<file path="config.mk">
export PLATFORM = sky130hd
export DESIGN_NAME = led_pattern_sequencer_pwm
export DESIGN_NICKNAME = d
export VERILOG_FILES = /design/src/hw/rtl/lpsp_pkg.sv /design/src/hw/rtl/lpsp_mask.sv /design/src/hw/rtl/led_pattern_sequencer_pwm.sv
export SDC_FILE = /design/constraint.sdc
export NUM_CORES = 1
export LEC_CHECK = 0
export BUFFER_PORTS_ARGS = -buffer_cell sky130_fd_sc_hd__buf_2
export CAP_MARGIN = 20
export CORE_UTILIZATION = 55
export DETAILED_ROUTE_END_ITERATION = 8
export GPL_TIMING_DRIVEN = 0
export PLACE_DENSITY = 0.75
export SLEW_MARGIN = 20
export SYNTH_ARGS = -nofsm -noshare
export SYNTH_HDL_FRONTEND = slang
export SYNTH_SLANG_ARGS = --single-unit
</file>
<file path="constraint.sdc">
create_clock -name clk -period 7.1 [get_ports clk]
set_clock_uncertainty 0.05 [all_clocks]
set_input_delay 0.71 -clock clk [delete_from_list [all_inputs] [get_ports clk]]
set_output_delay 0.71 -clock clk [all_outputs]
set_load 0.02 [all_outputs]
</file>
<file path="src/hw/rtl/lpsp_pkg.sv">
// ----------------------------------------------------------------------------
// lpsp_pkg
// Shared constants, codes and pattern tables for the LED chaser with PWM dimming.
// ----------------------------------------------------------------------------
package lpsp_pkg;

	// field widths
	localparam int unsigned INTERVAL_W = 11;
	localparam int unsigned DUTY_W     = 7;
	localparam int unsigned LED_W      = 8;
	localparam int unsigned MODE_W     = 2;
	localparam int unsigned STEP_W     = 3;
	localparam int unsigned TICK_W     = 14;
	localparam int unsigned PWM_W      = 7;
	localparam int unsigned CFG_IDX_W  = 2;
	localparam int unsigned IN_DATA_W  = 16;
	localparam int unsigned OUT_DATA_W = 16;

	localparam logic [TICK_W-1:0]     TICK_MAX         = 14'd16383;
	localparam logic [PWM_W-1:0]      PWM_WRAP         = 7'd100;
	localparam logic [INTERVAL_W-1:0] INTERVAL_DEFAULT = 11'd400;

	// pattern codes
	localparam logic [MODE_W-1:0] MODE_WALK_LEFT  = 2'd0;
	localparam logic [MODE_W-1:0] MODE_WALK_RIGHT = 2'd1;
	localparam logic [MODE_W-1:0] MODE_PAIR_IN    = 2'd2;
	localparam logic [MODE_W-1:0] MODE_PAIR_OUT   = 2'd3;

	// register indexes
	localparam logic [CFG_IDX_W-1:0] REG_WALK_LEFT  = 2'd0;
	localparam logic [CFG_IDX_W-1:0] REG_WALK_RIGHT = 2'd1;
	localparam logic [CFG_IDX_W-1:0] REG_PAIR_IN    = 2'd2;
	localparam logic [CFG_IDX_W-1:0] REG_PAIR_OUT   = 2'd3;

	// steps per pattern
	localparam logic [STEP_W:0] STEPS_WALK = 4'd8;
	localparam logic [STEP_W:0] STEPS_PAIR = 4'd4;

	function automatic logic [LED_W-1:0] pair_in_mask(input logic [1:0] s);
		logic [LED_W-1:0] m;
		case (s)
			2'd0:    m = 8'h81;
			2'd1:    m = 8'h42;
			2'd2:    m = 8'h24;
			default: m = 8'h18;
		endcase
		return m;
	endfunction

	function automatic logic [LED_W-1:0] pair_out_mask(input logic [1:0] s);
		logic [LED_W-1:0] m;
		case (s)
			2'd0:    m = 8'h18;
			2'd1:    m = 8'h24;
			2'd2:    m = 8'h42;
			default: m = 8'h81;
		endcase
		return m;
	endfunction

endpackage

</file>
<file path="src/hw/rtl/lpsp_mask.sv">
// ----------------------------------------------------------------------------
// lpsp_mask
// Lit-LED mask for a given pattern and step.
// ----------------------------------------------------------------------------
module lpsp_mask (
	input  logic [lpsp_pkg::MODE_W-1:0] mode,
	input  logic [lpsp_pkg::STEP_W-1:0] step,
	output logic [lpsp_pkg::LED_W-1:0]  mask
);

	always_comb begin
		case (mode)
			lpsp_pkg::MODE_WALK_LEFT:  mask = 8'h01 << step;
			lpsp_pkg::MODE_WALK_RIGHT: mask = 8'h80 >> step;
			lpsp_pkg::MODE_PAIR_IN:    mask = lpsp_pkg::pair_in_mask(step[1:0]);
			default:                   mask = lpsp_pkg::pair_out_mask(step[1:0]);
		endcase
	end

endmodule

</file>
<file path="src/hw/rtl/led_pattern_sequencer_pwm.sv">
// Output: a result is valid on m_tvalid in the cycle after its tick is transferred in.
// Throughput: one tick per cycle; the single output register is refilled in the
// same cycle it is drained, so s_tready only drops while a result waits unread.
// Reset: counters, pattern and step clear to zero, intervals return to 400 ms,
// and the output register is empty.
// ----------------------------------------------------------------------------
// led_pattern_sequencer_pwm
// LED chaser with four patterns, per-pattern step interval and PWM dimming.
// ----------------------------------------------------------------------------
module led_pattern_sequencer_pwm (
	input  logic                                clk,
	input  logic                                arst_n,
	// configuration write port
	input  logic                                cfg_we,
	input  logic [lpsp_pkg::CFG_IDX_W-1:0]      cfg_index,
	input  logic [lpsp_pkg::INTERVAL_W-1:0]     cfg_data,
	// tick input
	input  logic                                s_tvalid,
	output logic                                s_tready,
	input  logic [lpsp_pkg::IN_DATA_W-1:0]      s_tdata,   // run, duty[6:0], restart, zero pad
	// LED output
	output logic                                m_tvalid,
	input  logic                                m_tready,
	output logic [lpsp_pkg::OUT_DATA_W-1:0]     m_tdata    // led_drive[7:0], pattern_now[1:0], zero pad
);

	logic [lpsp_pkg::INTERVAL_W-1:0] interval_q [4];
	logic [lpsp_pkg::TICK_W-1:0]     tick_q;
	logic [lpsp_pkg::PWM_W-1:0]      pwm_q;
	logic [lpsp_pkg::MODE_W-1:0]     mode_q;
	logic [lpsp_pkg::STEP_W-1:0]     step_q;
	logic                            out_valid_q;
	logic [lpsp_pkg::LED_W-1:0]      led_q;
	logic [lpsp_pkg::MODE_W-1:0]     pat_out_q;

	logic                            in_xfer;
	logic                            run;
	logic [lpsp_pkg::DUTY_W-1:0]     duty;
	logic                            restart;

	logic [lpsp_pkg::MODE_W-1:0]     mode_pre;
	logic [lpsp_pkg::INTERVAL_W-1:0] interval_sel;
	logic [lpsp_pkg::TICK_W:0]       target_full;
	logic [lpsp_pkg::TICK_W-1:0]     target;
	logic [lpsp_pkg::TICK_W-1:0]     tick_inc;
	logic                            step_fire;
	logic [lpsp_pkg::STEP_W:0]       step_inc;
	logic [lpsp_pkg::STEP_W:0]       step_limit;
	logic [lpsp_pkg::TICK_W-1:0]     tick_nx;
	logic [lpsp_pkg::PWM_W-1:0]      pwm_inc;
	logic [lpsp_pkg::PWM_W-1:0]      pwm_nx;
	logic [lpsp_pkg::MODE_W-1:0]     mode_nx;
	logic [lpsp_pkg::STEP_W-1:0]     step_nx;
	logic [lpsp_pkg::LED_W-1:0]      mask;
	logic [lpsp_pkg::LED_W-1:0]      drive_nx;

	assign run     = s_tdata[0];
	assign duty    = s_tdata[7:1];
	assign restart = s_tdata[8];

	assign s_tready = !out_valid_q || m_tready;
	assign in_xfer  = s_tvalid && s_tready;

	always_comb begin
		mode_pre     = restart ? lpsp_pkg::MODE_WALK_LEFT : mode_q;
		interval_sel = interval_q[mode_pre];
		// interval * 10, saturated to the tick counter range
		target_full  = ({4'd0, interval_sel} << 3) + ({4'd0, interval_sel} << 1);
		target       = target_full[lpsp_pkg::TICK_W] ? lpsp_pkg::TICK_MAX
		             : target_full[lpsp_pkg::TICK_W-1:0];
		tick_inc     = tick_q + 1'b1;
		step_fire    = tick_inc >= target;
		step_inc     = {1'b0, step_q} + 1'b1;
		step_limit   = (mode_pre == lpsp_pkg::MODE_WALK_LEFT ||
		                mode_pre == lpsp_pkg::MODE_WALK_RIGHT) ? lpsp_pkg::STEPS_WALK
		             : lpsp_pkg::STEPS_PAIR;
		pwm_inc      = pwm_q + 1'b1;

		tick_nx = '0;
		pwm_nx  = '0;
		mode_nx = mode_pre;
		step_nx = step_q;
		if (run) begin
			tick_nx = step_fire ? '0 : tick_inc;
			pwm_nx  = (pwm_inc >= lpsp_pkg::PWM_WRAP) ? '0 : pwm_inc;
			if (step_fire) begin
				if (step_inc >= step_limit) begin
					step_nx = '0;
					mode_nx = mode_pre + 1'b1;
				end else begin
					step_nx = step_inc[lpsp_pkg::STEP_W-1:0];
				end
			end
		end
	end

	lpsp_mask u_mask (
		.mode (mode_nx),
		.step (step_nx),
		.mask (mask)
	);

	assign drive_nx = (run && (pwm_nx < duty)) ? ~mask : 8'hFF;

	always_ff @(posedge clk or negedge arst_n) begin
		if (!arst_n) begin
			for (int i = 0; i < 4; i++) begin
				interval_q[i] <= lpsp_pkg::INTERVAL_DEFAULT;
			end
		end else if (cfg_we) begin
			interval_q[cfg_index] <= cfg_data;
		end
	end

	always_ff @(posedge clk or negedge arst_n) begin
		if (!arst_n) begin
			tick_q <= '0;
			pwm_q  <= '0;
			mode_q <= lpsp_pkg::MODE_WALK_LEFT;
			step_q <= '0;
		end else if (in_xfer) begin
			tick_q <= tick_nx;
			pwm_q  <= pwm_nx;
			mode_q <= mode_nx;
			step_q <= step_nx;
		end
	end

	always_ff @(posedge clk or negedge arst_n) begin
		if (!arst_n) begin
			out_valid_q <= 1'b0;
		end else if (in_xfer) begin
			out_valid_q <= 1'b1;
		end else if (m_tready) begin
			out_valid_q <= 1'b0;
		end
	end

	always_ff @(posedge clk) begin
		if (in_xfer) begin
			led_q     <= drive_nx;
			pat_out_q <= mode_nx;
		end
	end

	assign m_tvalid = out_valid_q;
	assign m_tdata  = {6'd0, pat_out_q, led_q};

	// ---- assertions ----
	a_pwm_range: assert property (@(posedge clk) disable iff (!arst_n)
		pwm_q < lpsp_pkg::PWM_WRAP)
		else $error("pwm counter out of range");

	a_pair_step: assert property (@(posedge clk) disable iff (!arst_n)
		(mode_q == lpsp_pkg::MODE_PAIR_IN || mode_q == lpsp_pkg::MODE_PAIR_OUT)
		|-> step_q < lpsp_pkg::STEPS_PAIR[lpsp_pkg::STEP_W-1:0])
		else $error("pair pattern step beyond last");

	a_stop_clears: assert property (@(posedge clk) disable iff (!arst_n)
		(in_xfer && !run) |=> (tick_q == '0 && pwm_q == '0 && led_q == 8'hFF))
		else $error("stopped tick did not clear counters or blank LEDs");

	a_ready_when_empty: assert property (@(posedge clk) disable iff (!arst_n)
		!out_valid_q |-> s_tready)
		else $error("input stalled with empty output register");

endmodule
</file>
### Yosys cells after proc, flatten, opt, wreduce, memory -nomap -nowiden

Index checks and enable logic that the tools add are counted.
Widths: inputs -> output; s select.

| operators by class | value |
|---|---|
| add/subtract/negate cells | 5 |
| order comparisons | 7 |
| eq/ne operators | 5 |
| shifts and indexed selects | 2 |
| multiplexer cells | 24 |
| bitwise gates (word level) | 3 |
| reductions and logical operators | 10 |

Operator list:

| cell | count |
|---|---|
| $pmux 8 s3 | 3 |
| $bwmux 44 | 1 |
| $mux 14 | 3 |
| $mux 11 | 3 |
| $bmux 11 s2 | 1 |
| $demux 11 s2 | 1 |
| $add 14x12->15 | 1 |
| $add 14x1->14 const B | 1 |
| $ge 14x14->1 | 1 |
| $mux 7 | 2 |
| $mux 3 | 3 |
| $mux 2 | 4 |
| $not 8->8 | 1 |
| $shl 1x3->8 const A | 1 |
| $shr 8x3->8 const A | 1 |
| $add 7x1->7 const B | 1 |
| $ge 7x7->1 const B | 1 |
| $lt 7x7->1 | 1 |
| $eq 2x1->1 const B | 3 |
| $ge 3x3->1 const B | 2 |
| $logic_not 2->1 | 3 |
| $not 2->3 | 2 |
| $add 3x1->4 const B | 1 |
| $eq 2x2->1 const B | 2 |
| 9 further kinds | 13 |

| storage, ports and cells | value |
|---|---|
| register bits | 81 |
| input bits | 34 |
| output and inout bits | 18 |
| word-level logic and storage cells | 67 |

### Depth between registers and ports, before layout

Gate-level depths: netlist of the first run.

| depth | value |
|---|---|
| depth in word-level cells | 14 |
| gate-level depth with buffers | 25 |
| mapped depth without buffers | 22 |

### By module

A second synthesis of the first run with hierarchy kept.

| second synthesis, totals | value |
|---|---|
| cell total of the unflattened synthesis | 514 |
| area total of the unflattened synthesis | 5,298.8 sq um |

By module, submodules not included:

| module | times used | cells each | area an instance (sq um) | sequential area each (sq um) |
|---|---|---|---|---|
| led_pattern_sequencer_pwm | 1 | 490 | 5,136.2 | 2,092.0 |
| lpsp_mask | 1 | 24 | 162.7 | 0.0 |

### Worst setup path before layout of the first run

Ideal clock, no wire load.

| path | value |
|---|---|
| kind | input-to-reg |
| from | in s_tdata[8] (netlist bit) |
| to | reg led_q[2] (netlist bit), data pin |
| data arrival time | 5.398 ns |
| required time | 6.794 ns |
| setup slack | 1.396 ns |
| cell stages on the path | 22 |
| buffers on the path | 3 |
| path through | buf_4 nand2b_4 buf_4 clkbuf_1 a211oi_1 a21oi_1 fa_1 a2111o_1 a2111oi_4 o31ai_2 a31oi_1 xnor2_1 nor2_1 ha_1 nand4_1 nor2_1 o2111ai_1 o211a_4 nand2b_4 or4_1 a21o_1 o22a_1 |

| between the ends | value |
|---|---|
| word-level cells in the longest chain between the ends | 14 |
| elaborated cells between the ends (all ways) | 32 |
| those cells by class | add/sub (2); order compare (2); eq/ne (5); shift (2); mux (15); bitwise (2); reduce/logical (4) |

RTL lines:

| item | RTL line | RTL |
|---|---|---|
| from (decl) | led_pattern_sequencer_pwm.sv:20 | `input logic [lpsp_pkg::IN_DATA_W-1:0] s_tdata,` |
| $mux 2 (*) | led_pattern_sequencer_pwm.sv:65 | `mode_pre = restart ? lpsp_pkg::MODE_WALK_LEFT : mode_q;` |
| $not 2->3 (not written as such) | led_pattern_sequencer_pwm.sv:66 | `interval_sel = interval_q[mode_pre];` |
| $bmux 11 s2 | led_pattern_sequencer_pwm.sv:66 |  |
| $mux 11 (not written as such) (2 in a row) | led_pattern_sequencer_pwm.sv:66 |  |
| $add 14x12->15 | led_pattern_sequencer_pwm.sv:68 | `target_full = ({4'd0, interval_sel} << 3) + ({4'd0, interval_sel} << 1);` |
| $mux 14 | led_pattern_sequencer_pwm.sv:69 | `target = target_full[lpsp_pkg::TICK_W] ? lpsp_pkg::TICK_MAX` |
| $ge 14x14->1 | led_pattern_sequencer_pwm.sv:72 | `step_fire = tick_inc >= target;` |
| $mux 3 | led_pattern_sequencer_pwm.sv:86 | `if (step_fire) begin` |
| $mux 3 | led_pattern_sequencer_pwm.sv:83 | `if (run) begin` |
| $eq 2x2->1 (tied with other cells) | lpsp_pkg.sv:41, lpsp_pkg.sv:52 |  |
| $pmux 8 s3, on equally long branches | lpsp_pkg.sv:52, lpsp_pkg.sv:41 |  |
| $pmux 8 s3 (*) | lpsp_mask.sv:12 | `case (mode)` |
| $not 8->8 (*) | led_pattern_sequencer_pwm.sv:103 | `assign drive_nx = (run && (pwm_nx < duty)) ? ~mask : 8'hFF;` |
| to (signal assigned) | led_pattern_sequencer_pwm.sv:141 | `led_q <= drive_nx;` |
| to (decl) | led_pattern_sequencer_pwm.sv:33 | `logic [lpsp_pkg::LED_W-1:0] led_q;` |

Every way passes the cells marked *; elsewhere a longest branch is shown, timed or not. The select of a mux whose other input is x is not followed.
A chain may end at the register's enable or synchronous reset.

### Final worst setup path of the first run

| path | value |
|---|---|
| from | in s_tdata[8] (netlist bit) |
| to | reg led_q[6] (netlist bit), data pin |

Same word-level chain as after synthesis.

==> flow_metrics.env, run 1 <==
export IMPL_h_tree_depth=3
export IMPL_achievable_frequency_mhz=161
export IMPL_finalSetupViolCount=0
export IMPL_final_layout_size_suffix_gt1_frac=0.250
export IMPL_clock_insertion_delay_worst_skew_ps=360
export IMPL_starting_density_of_the_core=0.571
export IMPL_setup_repair_after_global_routing_missed_its_margin="false"
export IMPL_cts_hold_fix_buffers=0
export IMPL_grt_met3_usage=0.0369
export IMPL_io_pin_count=52
export IMPL_timing_worst_slew_pin_value_ps=672
export IMPL_number_of_remaining_drc_errors=0
export IMPL_drt_vias_per_instance=5.71
export IMPL_synth_seq_cells=81
export IMPL_antenna_found_initial=0
export IMPL_start_kind="primary input"
export IMPL_setup_worst_path_class="in2reg"
export IMPL_rows=35
export IMPL_detail_route_wirelength_um=11000
export IMPL_final_nets=632
export IMPL_cell_count_of_the_worst_reg_to_reg_path=22
export IMPL_dr_pass1_iters=4
export IMPL_tritoncts_num_buffers=9
export IMPL_drv_slew=0
export IMPL_largest_fanout_on_the_critical_path=10
export IMPL_cpMaxStageDelayCell="fa_1"
export IMPL_mostFrequentLayoutCell="dfrtp_1"
export IMPL_worst_setup_path_end_kind="flop"
export IMPL_ir_drop_mv=0.130
export IMPL_cp_cell_sequence="buf_2, buf_4, nand2b_4, buf_4, clkbuf_1, a21oi_1, fa_1, a2111o_1, a2111oi_4, o31ai_2, a31oi_1, xnor2_1, nor2_1, ha_1, a21oi_1, nor2b_1, o21ai_0, o211a_4, nor2_2, xnor2_1, mux2_2, o22a_1"
export IMPL_cts_tree="done"
export IMPL_reg2reg_setup_slack_ps=940
export IMPL_overall_track_demand_over_capacity_in_global_routing=0.236
export IMPL_finished_layout_cells=700
export IMPL_commonest_non_fill_non_tap_cells_in_the_layout="dfrtp_1, mux2_2, buf_2"
export IMPL_ant_nets=0
export IMPL_worst_ep_arrival_ps=6260
export IMPL_syn_avg_cell_area_um2=10.4
export IMPL_number_of_enable_flip_flop_cells_after_synthesis=10
export IMPL_synth_ff_type="dfrtp_1"
export IMPL_place_inst=684
export IMPL_timing_hold_violations_final=0
export IMPL_p_per_area_nw_per_um2=220
export IMPL_seq_area_frac_synth=0.395
export IMPL_synthesis_instances=512
export IMPL_ys_warn_count=0
export IMPL_core_area_um2=9280
export IMPL_drt_iter0_markers=213
export IMPL_seqCellArea_um2=2090
export IMPL_floorplan_die_height_um=100
export IMPL_clockPowerShare=0.249
export IMPL_leakage_uw=0.00255
export IMPL_gr_total_overflow=0
export IMPL_run_status="finished clean"
export IMPL_share_comb_of_total_power=0.311
export IMPL_path_clk_slew_ps=90
export IMPL_global_route_wire_length_before_repair_um=18700
export IMPL_average_wire_per_cell_in_the_routed_design_um=15.7
export IMPL_areaGrowthSynthToFinish_pct=11.0
export IMPL_timing_final_crit_period_ps=6190
export IMPL_postCtsSetupRepairBufs=0
export IMPL_grt_most_used_layer="met2"
export IMPL_port_buffers=37
export IMPL_ys_types=68
export IMPL_clockBufferDepth=2
export IMPL_final_setup_tns_ps=0
export IMPL_timing_critical_path_required_ps=7170
export IMPL_r2r_start="mode_q[0]$_DFFE_PN0P_"
export IMPL_last_weighted_congestion_value_of_the_routability_driven_placer=0.825
export IMPL_fp_dieArea_um2=10000
export IMPL_grt_met2_usage=0.390
export IMPL_critical_path_max_stage_delay_ps=590
export IMPL_grt_start_max_net_pins=61
export IMPL_clock_tree_root_cell="clkbuf_8"
export IMPL_grt_pass1_vias=3935
export IMPL_cts_resized=0
export IMPL_p_switching_uw=437
export IMPL_cts_sinks=81
export IMPL_hp_class="in2async"
export IMPL_routed_via_count=3999
export IMPL_cap_violations=0
export IMPL_layout_worst_path_cycle_share=0.872
export IMPL_power_frac_seq=0.439
export IMPL_netlist_area_um2=5300
export IMPL_n_fill_cell=785
export IMPL_timing_max_slew_rel_slack=0.552
export IMPL_r2r_end="led_q[6]$_SDFFCE_PN1P_"
export IMPL_multi_input_area_um2=2990
export IMPL_groute_layer_met1_usage=0.320
export IMPL_antennaDiodeCount=0
export IMPL_dieWidth_um=100
export IMPL_p_int_uw=855
export IMPL_sw_frac_of_total=0.338
export IMPL_estimated_wirelength_of_the_detail_placed_design_um=8120
export IMPL_synthArstFlopShare=0.877
## cells by family (layout without fill, tap and decap cells)
group / Yosys count / in the layout / share of synthesized area
compound gates: 128 / 128 / 0.177
xor+xnor: 27 / 27 / 0.0446
fa+ha+maj: 32 / 32 / 0.0769
buf+inv: 48 / 102 / 0.0458
flops: 81 / 81 / 0.395
mux: 57 / 57 / 0.118
other cells: 1 / 6 / 0.000707
simple gates: 138 / 138 / 0.142
## synthesized netlist by cell type (2+ instances only)
library cell,count,area share
nand3b_1,3,0.0042
edfxtp_1,10,0.057
o2111ai_1,2,0.0033
nand2b_1,10,0.012
dfstp_2,12,0.059
mux2_2,46,0.098
a21o_1,7,0.0099
o31ai_1,7,0.0099
o211ai_1,3,0.0042
nor2b_1,13,0.015
xor2_1,10,0.017
mux2i_1,11,0.021
nand2_1,28,0.020
and2_1,4,0.0047
o21ai_0,24,0.023
a31oi_1,4,0.0047
o21a_1,4,0.0057
buf_4,9,0.013
clkbuf_1,12,0.0085
o21bai_1,3,0.0042
buf_2,5,0.0047
and3_1,9,0.011
and4_1,2,0.0033
a211oi_1,9,0.013
nand4b_1,2,0.0033
or3_1,5,0.0059
a32o_1,10,0.019
o22a_1,9,0.015
nor3b_1,2,0.0028
o31ai_2,2,0.0047
nand2b_4,2,0.0052
ha_1,31,0.073
a22oi_1,2,0.0028
nor2_1,25,0.018
xnor2_1,17,0.028
dfrtp_1,59,0.28
nand3_1,15,0.014
nand4_1,5,0.0059
or4_1,2,0.0028
buf_6,3,0.0064
a211o_1,2,0.0033
inv_1,18,0.013
a21oi_1,25,0.024
nor3_1,5,0.0047
## per-stage QoR
step	hold WS (ps)	setup WS [ps]	instance area, um^2	total power, uW	utilization
final	129	908	5880	1290	0.634
after global routing	119	485	5880	1380	0.634
after CTS	109	915	5880	1300	0.634
after global placement	428	638	5670	950	0.610
after detailed placement	436	525	5700	976	0.614
after floorplan	364	1400	5320	879	-
## sequential cells by signal (all words and copies together), names as in the netlist
name / flops
step_q: 3
pwm_q: 7
mode_q: 2
tick_q: 14
pat_out_q: 2
led_q: 8
interval_q: 44
m_tvalid: 1
## power groups by stage
stage	combinational (uW)	clock, uW	sequential (uW)
floorplan	311	0	568
global placement	378	0	571
detailed placement	400	0	576
CTS	403	334	567
global route	453	350	574
finish	402	322	568
## worst max-delay path by stage
stage          cells after the start                endpoint                   from  slack, ps
3_5_place_dp                      22  led_q[4]$_SDFFCE_PN1P_             s_tdata[8]        520
2_1_floorplan                     22  led_q[2]$_SDFFCE_PN1P_             s_tdata[8]       1400
3_3_place_gp                      22  led_q[4]$_SDFFCE_PN1P_             s_tdata[8]        640
4_1_cts                           22  led_q[4]$_SDFFCE_PN1P_             s_tdata[8]        910
6_report                          22  led_q[6]$_SDFFCE_PN1P_             s_tdata[8]        910
5_1_grt                           22  led_q[4]$_SDFFCE_PN1P_  mode_q[0]$_DFFE_PN0P_        480
## routing by layer
| layer | vias to the layer above | wire length, um |
|---|---|---|
| met5 | - | 0 |
| met4 | 0 | 98 |
| met3 | 6 | 343 |
| met2 | 74 | 5380 |
| met1 | 1934 | 5190 |
| li1 | 1985 | - |
## layout make-up
cell class,count,share of cell area
inverters,18,0.0115
repair buffers,38,0.0366
multi-input cells,388,0.508
clock inverters,7,0.0104
well taps,129,0.0274
plain buffers,30,0.0298
flip-flops and latches,81,0.356
clock buffers,9,0.0211
## worst max-delay path, delay by kind of cell
| kind | cells | cell delay [ps] |
|---|---|---|
| compound gates | 9 | 2580 |
| xor+xnor | 2 | 460 |
| fa+ha+maj | 2 | 880 |
| buf+inv | 4 | 880 |
| mux | 1 | 420 |
| simple gates | 4 | 330 |
No activity file was read; power rests on OpenSTA's default activity.
==> run 2, diff against run 1 <==
--- a/config.mk
+++ b/config.mk
@@ -7,10 +7,12 @@
 export LEC_CHECK = 0
 export BUFFER_PORTS_ARGS = -buffer_cell sky130_fd_sc_hd__buf_2
 export CAP_MARGIN = 20
-export CORE_UTILIZATION = 55
+export CELL_PAD_IN_SITES_DETAIL_PLACEMENT = 1
+export CELL_PAD_IN_SITES_GLOBAL_PLACEMENT = 1
+export CORE_UTILIZATION = 47
 export DETAILED_ROUTE_END_ITERATION = 8
 export GPL_TIMING_DRIVEN = 0
-export PLACE_DENSITY = 0.75
+export PLACE_DENSITY_LB_ADDON = 0.1
 export SLEW_MARGIN = 20
 export SYNTH_ARGS = -nofsm -noshare
 export SYNTH_HDL_FRONTEND = slang
==> constraint.sdc (replaced) <==
create_clock -name clk -period 6.2 [get_ports clk]
set_clock_uncertainty 0.05 [all_clocks]
set_input_delay 0.62 -clock clk [delete_from_list [all_inputs] [get_ports clk]]
set_output_delay 0.62 -clock clk [all_outputs]
set_load 0.02 [all_outputs]
==> flow_metrics.env, run 2 (synthesis results as in run 1) <==
export IMPL_gr_total_overflow=0
export IMPL_worst_setup_path_end_kind="flop"
export IMPL_detail_route_wirelength_um=13300
export IMPL_finalSetupViolCount=0
export IMPL_floorplan_die_height_um=108
export IMPL_timing_hold_violations_final=0
export IMPL_place_worst_setup_slack_ps=-296
export IMPL_setup_repair_after_global_routing_missed_its_margin="false"
export IMPL_number_of_remaining_drc_errors=0
export IMPL_rows=38
export IMPL_clock_insertion_delay_worst_skew_ps=350
export IMPL_timing_worst_slew_pin_value_ps=726
export IMPL_largest_fanout_on_the_critical_path=10
export IMPL_grt_start_max_net_pins=50
export IMPL_h_tree_depth=3
export IMPL_core_area_um2=10900
export IMPL_routed_via_count=4119
export IMPL_p_per_area_nw_per_um2=286
export IMPL_antenna_found_initial=0
export IMPL_leakage_uw=0.00262
export IMPL_timing_max_slew_rel_slack=0.516
export IMPL_commonest_non_fill_non_tap_cells_in_the_layout="dfrtp_1, mux2_2, buf_2"
export IMPL_utilization=0.554
export IMPL_start_kind="primary input"
export IMPL_drt_vias_per_instance=5.80
export IMPL_timing_critical_path_required_ps=6260
export IMPL_tritoncts_num_buffers=9
export IMPL_finish_instance_area_um2=6050
export IMPL_path_clk_slew_ps=60
export IMPL_cap_violations=0
export IMPL_overall_track_demand_over_capacity_in_global_routing=0.246
export IMPL_layout_worst_path_cycle_share=0.945
export IMPL_average_wire_per_cell_in_the_routed_design_um=18.7
export IMPL_largest_register="interval_q"
export IMPL_setup_worst_path_class="in2reg"
export IMPL_fp_dieArea_um2=11700
export IMPL_final_layout_size_suffix_gt1_frac=0.256
export IMPL_dpl_instance_area_um2=5710
export IMPL_starting_density_of_the_core=0.485
export IMPL_cts_hold_fix_buffers=0
export IMPL_largest_register_ffs=44
export IMPL_dr_pass1_iters=4
export IMPL_mostFrequentLayoutCell="dfrtp_1"
export IMPL_final_nets=631
export IMPL_design_power_total_uw=1730
export IMPL_ant_nets=0
export IMPL_drv_slew=0
export IMPL_dieWidth_um=108
export IMPL_global_route_wire_length_before_repair_um=21600
export IMPL_biggestRegsByFlops="interval_q: 44 flops, tick_q: 14 flops, led_q: 8 flops"
export IMPL_timing_final_crit_period_ps=5860
export IMPL_last_weighted_congestion_value_of_the_routability_driven_placer=0.814
export IMPL_cts_tree="done"
export IMPL_worst_ep_arrival_ps=5920
export IMPL_clockBufferDepth=2
export IMPL_areaGrowthSynthToFinish_pct=14.2
export IMPL_grt_pass1_vias=4453
export IMPL_achievable_frequency_mhz=171
export IMPL_estimated_wirelength_of_the_detail_placed_design_um=9920
export IMPL_ir_drop_mv=0.251
export IMPL_run_status="finished clean"
export IMPL_antennaDiodeCount=0
export IMPL_drt_iter0_markers=111
export IMPL_port_buffers=37
export IMPL_hp_class="in2async"
export IMPL_io_pin_count=52
export IMPL_clock_tree_root_cell="clkbuf_16"
export IMPL_post_route_worst_setup_slack_ps=341
export IMPL_cts_sinks=81
export IMPL_hold_worst_slack_ps=123
## run 2: changes by cell type in the layout (fill, tap and decap cells not counted), sizes merged
| cell | previous run | this run |
|---|---|---|
| clkbuf | 21 | 24 |
| inv | 21 | 18 |
| bufinv | 0 | 2 |
| clkinvlp | 2 | 0 |
| buf | 56 | 55 |
## run 2: power breakdown
part / internal, uW / total, uW / switching, uW / leakage, uW
Combinational: 218 / 482 / 265 / 0.00152
Clock: 378 / 598 / 220 / 0.000162
Sequential: 613 / 653 / 40.0 / 0.000946
## run 2: final cells by class
cell class                      instances  area (um^2)
Buffer                                 29          173
Clock buffer                           12          258
Clock inverter                          4         73.8
Fill cell                            1238         4880
Inverter                               18         67.6
Multi-Input combinational cell        388         3000
Sequential cell                        81         2090
Tap cell                              140          175
Timing Repair Buffer                   38          215
## run 2: final timing paths
| check | from | endpoint | slack, ps | cells after the start |
|---|---|---|---|---|
| min in group clk | interval_q[12]$_DFFE_PN0P_ | interval_q[12]$_DFFE_PN0P_ | 450 | 1 |
| min | arst_n | pwm_q[5]$_DFFE_PN0P_ | 120 | 1 |
| max | s_tdata[8] | led_q[2]$_SDFFCE_PN1P_ | 340 | 23 |
| min reg2reg | interval_q[12]$_DFFE_PN0P_ | interval_q[12]$_DFFE_PN0P_ | 450 | 1 |
| max in group asynchronous | arst_n | interval_q[7]$_DFFE_PN1P_ | 5340 | 2 |
| max reg2reg | mode_q[0]$_DFFE_PN0P_ | led_q[2]$_SDFFCE_PN1P_ | 480 | 21 |
## run 2: per-layer routing
| layer | vias up | part of all wire | global-route usage |
|---|---|---|---|
| met5 | - | 0 | 0 |
| met4 | 0 | 0.021 | 0.107 |
| met3 | 19 | 0.019 | 0.0416 |
| met2 | 43 | 0.53 | 0.454 |
| met1 | 2070 | 0.43 | 0.276 |
| li1 | 1987 | - | - |
## run 2: through the flow
stage,std cells,TNS (ps)
after CTS,710,0
after detailed placement,695,-2050
after global routing,710,0
final,710,0
after global placement,694,-1600
after floorplan,517,0
## run 2: critical path: stages
cell       delay (ps)
buf_2             110
buf_4             160
nand2b_4          150
buf_4             170
clkbuf_2          230
a211oi_1          320
a21oi_2           130
fa_2              470
a2111o_1          460
a2111oi_4         370
o31ai_2           150
a31oi_1           220
xnor2_1           140
nor2_1             60
ha_1              290
nand4_1           150
nor2_1            140
o2111ai_1         180
o211a_4           330
nand2b_4          180
or4_1             420
a21o_1            240
o22a_1            220
## run 2: repair_timing
action / CTS / global route
buffers inserted: 0 / 0
hold endpoints to repair: 0 / 0
endpoints found under the setup margin: 5 / 8
resized for setup: 0 / 7
==> run 3, diff against run 2 <==
--- a/config.mk
+++ b/config.mk
@@ -10,6 +10,7 @@
 export CELL_PAD_IN_SITES_DETAIL_PLACEMENT = 1
 export CELL_PAD_IN_SITES_GLOBAL_PLACEMENT = 1
 export CORE_UTILIZATION = 47
+export CTS_BUF_LIST = sky130_fd_sc_hd__clkbuf_16
 export DETAILED_ROUTE_END_ITERATION = 8
 export GPL_TIMING_DRIVEN = 0
 export PLACE_DENSITY_LB_ADDON = 0.1
==> flow_metrics.env, run 3 (synthesis results as in run 1) <==
export IMPL_timing_critical_path_required_ps=6260
export IMPL_finalSetupViolCount=0
export IMPL_final_nets=631
export IMPL_port_buffers=37
export IMPL_clockBufferDepth=2
export IMPL_hp_class="in2async"
export IMPL_average_wire_per_cell_in_the_routed_design_um=18.7
export IMPL_n_fill_cell=1238
export IMPL_detail_route_wirelength_um=13300
export IMPL_biggestRegsByFlops="interval_q: 44 flops, tick_q: 14 flops, led_q: 8 flops"
export IMPL_critical_path_max_stage_delay_ps=470
export IMPL_timing_final_crit_period_ps=5860
export IMPL_drt_iter0_markers=101
export IMPL_largest_fanout_on_the_critical_path=10
export IMPL_timing_hold_violations_final=0
export IMPL_grt_start_max_net_pins=50
export IMPL_dpl_instance_area_um2=5710
export IMPL_areaGrowthSynthToFinish_pct=14.2
export IMPL_cap_violations=0
export IMPL_dr_pass1_iters=4
export IMPL_largest_register="interval_q"
export IMPL_rows=38
export IMPL_io_pin_count=52
export IMPL_estimated_wirelength_of_the_detail_placed_design_um=9920
export IMPL_leakage_uw=0.00263
export IMPL_setup_repair_after_global_routing_missed_its_margin="false"
export IMPL_gr_total_overflow=0
export IMPL_worst_ep_arrival_ps=5920
export IMPL_drv_slew=0
export IMPL_final_layout_size_suffix_gt1_frac=0.256
export IMPL_global_route_wire_length_before_repair_um=21600
export IMPL_clock_tree_root_cell="clkbuf_16"
export IMPL_cts_tree="done"
export IMPL_p_per_area_nw_per_um2=286
export IMPL_largest_register_ffs=44
export IMPL_ant_nets=0
export IMPL_mostFrequentLayoutCell="dfrtp_1"
export IMPL_layout_worst_path_cycle_share=0.945
export IMPL_routed_via_count=4125
export IMPL_drt_vias_per_instance=5.81
export IMPL_cpMaxStageDelayCell="fa_2"
export IMPL_cts_sinks=81
export IMPL_cp_cell_sequence="buf_2, buf_4, nand2b_4, buf_4, clkbuf_2, a211oi_1, a21oi_2, fa_2, a2111o_1, a2111oi_4, o31ai_2, a31oi_1, xnor2_1, nor2_1, ha_1, nand4_1, nor2_1, o2111ai_1, o211a_4, nand2b_4, or4_1, a21o_1, o22a_1"
export IMPL_setup_worst_path_class="in2reg"
export IMPL_clock_insertion_delay_worst_skew_ps=350
export IMPL_core_area_um2=10900
export IMPL_fp_dieArea_um2=11700
export IMPL_worst_setup_path_end_kind="flop"
export IMPL_h_tree_depth=3
export IMPL_ir_drop_mv=0.252
export IMPL_timing_worst_slew_pin_value_ps=717
export IMPL_path_clk_slew_ps=60
export IMPL_utilization=0.554
export IMPL_starting_density_of_the_core=0.485
export IMPL_number_of_remaining_drc_errors=0
export IMPL_commonest_non_fill_non_tap_cells_in_the_layout="dfrtp_1, mux2_2, buf_2"
export IMPL_start_kind="primary input"
export IMPL_achievable_frequency_mhz=171
export IMPL_design_power_total_uw=1730
export IMPL_overall_track_demand_over_capacity_in_global_routing=0.246
export IMPL_antennaDiodeCount=0
export IMPL_timing_max_slew_rel_slack=0.522
export IMPL_tritoncts_num_buffers=9
export IMPL_dieWidth_um=108
export IMPL_last_weighted_congestion_value_of_the_routability_driven_placer=0.814
export IMPL_finish_instance_area_um2=6050
export IMPL_run_status="finished clean"
export IMPL_floorplan_die_height_um=108
export IMPL_grt_pass1_vias=4451
export IMPL_antenna_found_initial=0
==> run 3: cell types whose count changed in the layout (fill, tap and decap cells not counted) <==
| cell | delta |
|---|---|
| clkbuf_1 | -2 |
| inv_1 | +2 |
==> run 3: critical path: cells and delay by family <==
kind | cells | cell delay [ps]
buffers and inverters | 4 | 680
AOI/OAI and AO/OA | 10 | 2620
xor gates and xnor gates | 1 | 140
adders and majority gates | 2 | 760
and+or+nand+nor | 6 | 1100
==> run 3: per-stage QoR <==
| step | setup TNS, ps | hold slack (ps) | cells | worst slack, ps |
|---|---|---|---|---|
| detailed placement | -2050 | 437 | 695 | -296 |
| CTS | 0 | 133 | 710 | 57.8 |
| finish | 0 | 122 | 710 | 341 |
| global placement | -1600 | 429 | 694 | -246 |
| global route | 0 | 150 | 710 | 2.77 |
| floorplan | 0 | 274 | 517 | 586 |
==> run 3: final timing paths <==
kind                            depth (start not counted)                         end                        from  slack [ps]
worst min-delay path                                    1        pwm_q[5]$_DFFE_PN0P_                      arst_n         120
worst max register to register                         21      led_q[2]$_SDFFCE_PN1P_       mode_q[0]$_DFFE_PN0P_         470
min in group clk                                        1  interval_q[12]$_DFFE_PN0P_  interval_q[12]$_DFFE_PN0P_         450
max in group asynchronous                               2  interval_q[30]$_DFFE_PN1P_                      arst_n        5350
worst max-delay path                                   23      led_q[2]$_SDFFCE_PN1P_                  s_tdata[8]         340
worst min register to register                          1  interval_q[12]$_DFFE_PN0P_  interval_q[12]$_DFFE_PN0P_         450
==> run 3: layout make-up <==
cell class	instances	area (um^2)	area share
Clock buffer	10	250	0.0413
Timing Repair Buffer	38	215	0.0355
Inverter	18	67.6	0.0112
Multi-Input combinational cell	388	3000	0.496
Sequential cell	81	2090	0.346
Tap cell	140	175	0.0289
Buffer	29	173	0.0285
Clock inverter	6	81.3	0.0134
==> run 3: metal layers <==
layer	global-route usage	up-vias	routed length, um
met5	0	-	0
met3	0.0416	19	256
li1	-	1985	-
met4	0.107	0	284
met1	0.277	2078	5730
met2	0.453	43	7020
==> run 3: power breakdown <==
group | total, uW | switching (uW) | internal (uW)
clock network | 595 | 221 | 374
registers | 653 | 40.0 | 613
logic | 483 | 265 | 218
total | 1730 | 526 | 1210
==> run 3: timing repair <==
item / in CTS / in global routing
resized for setup: 0 / 7
setup endpoints to repair: 5 / 8
hold buffers: 0 / 0
buffers inserted: 0 / 0
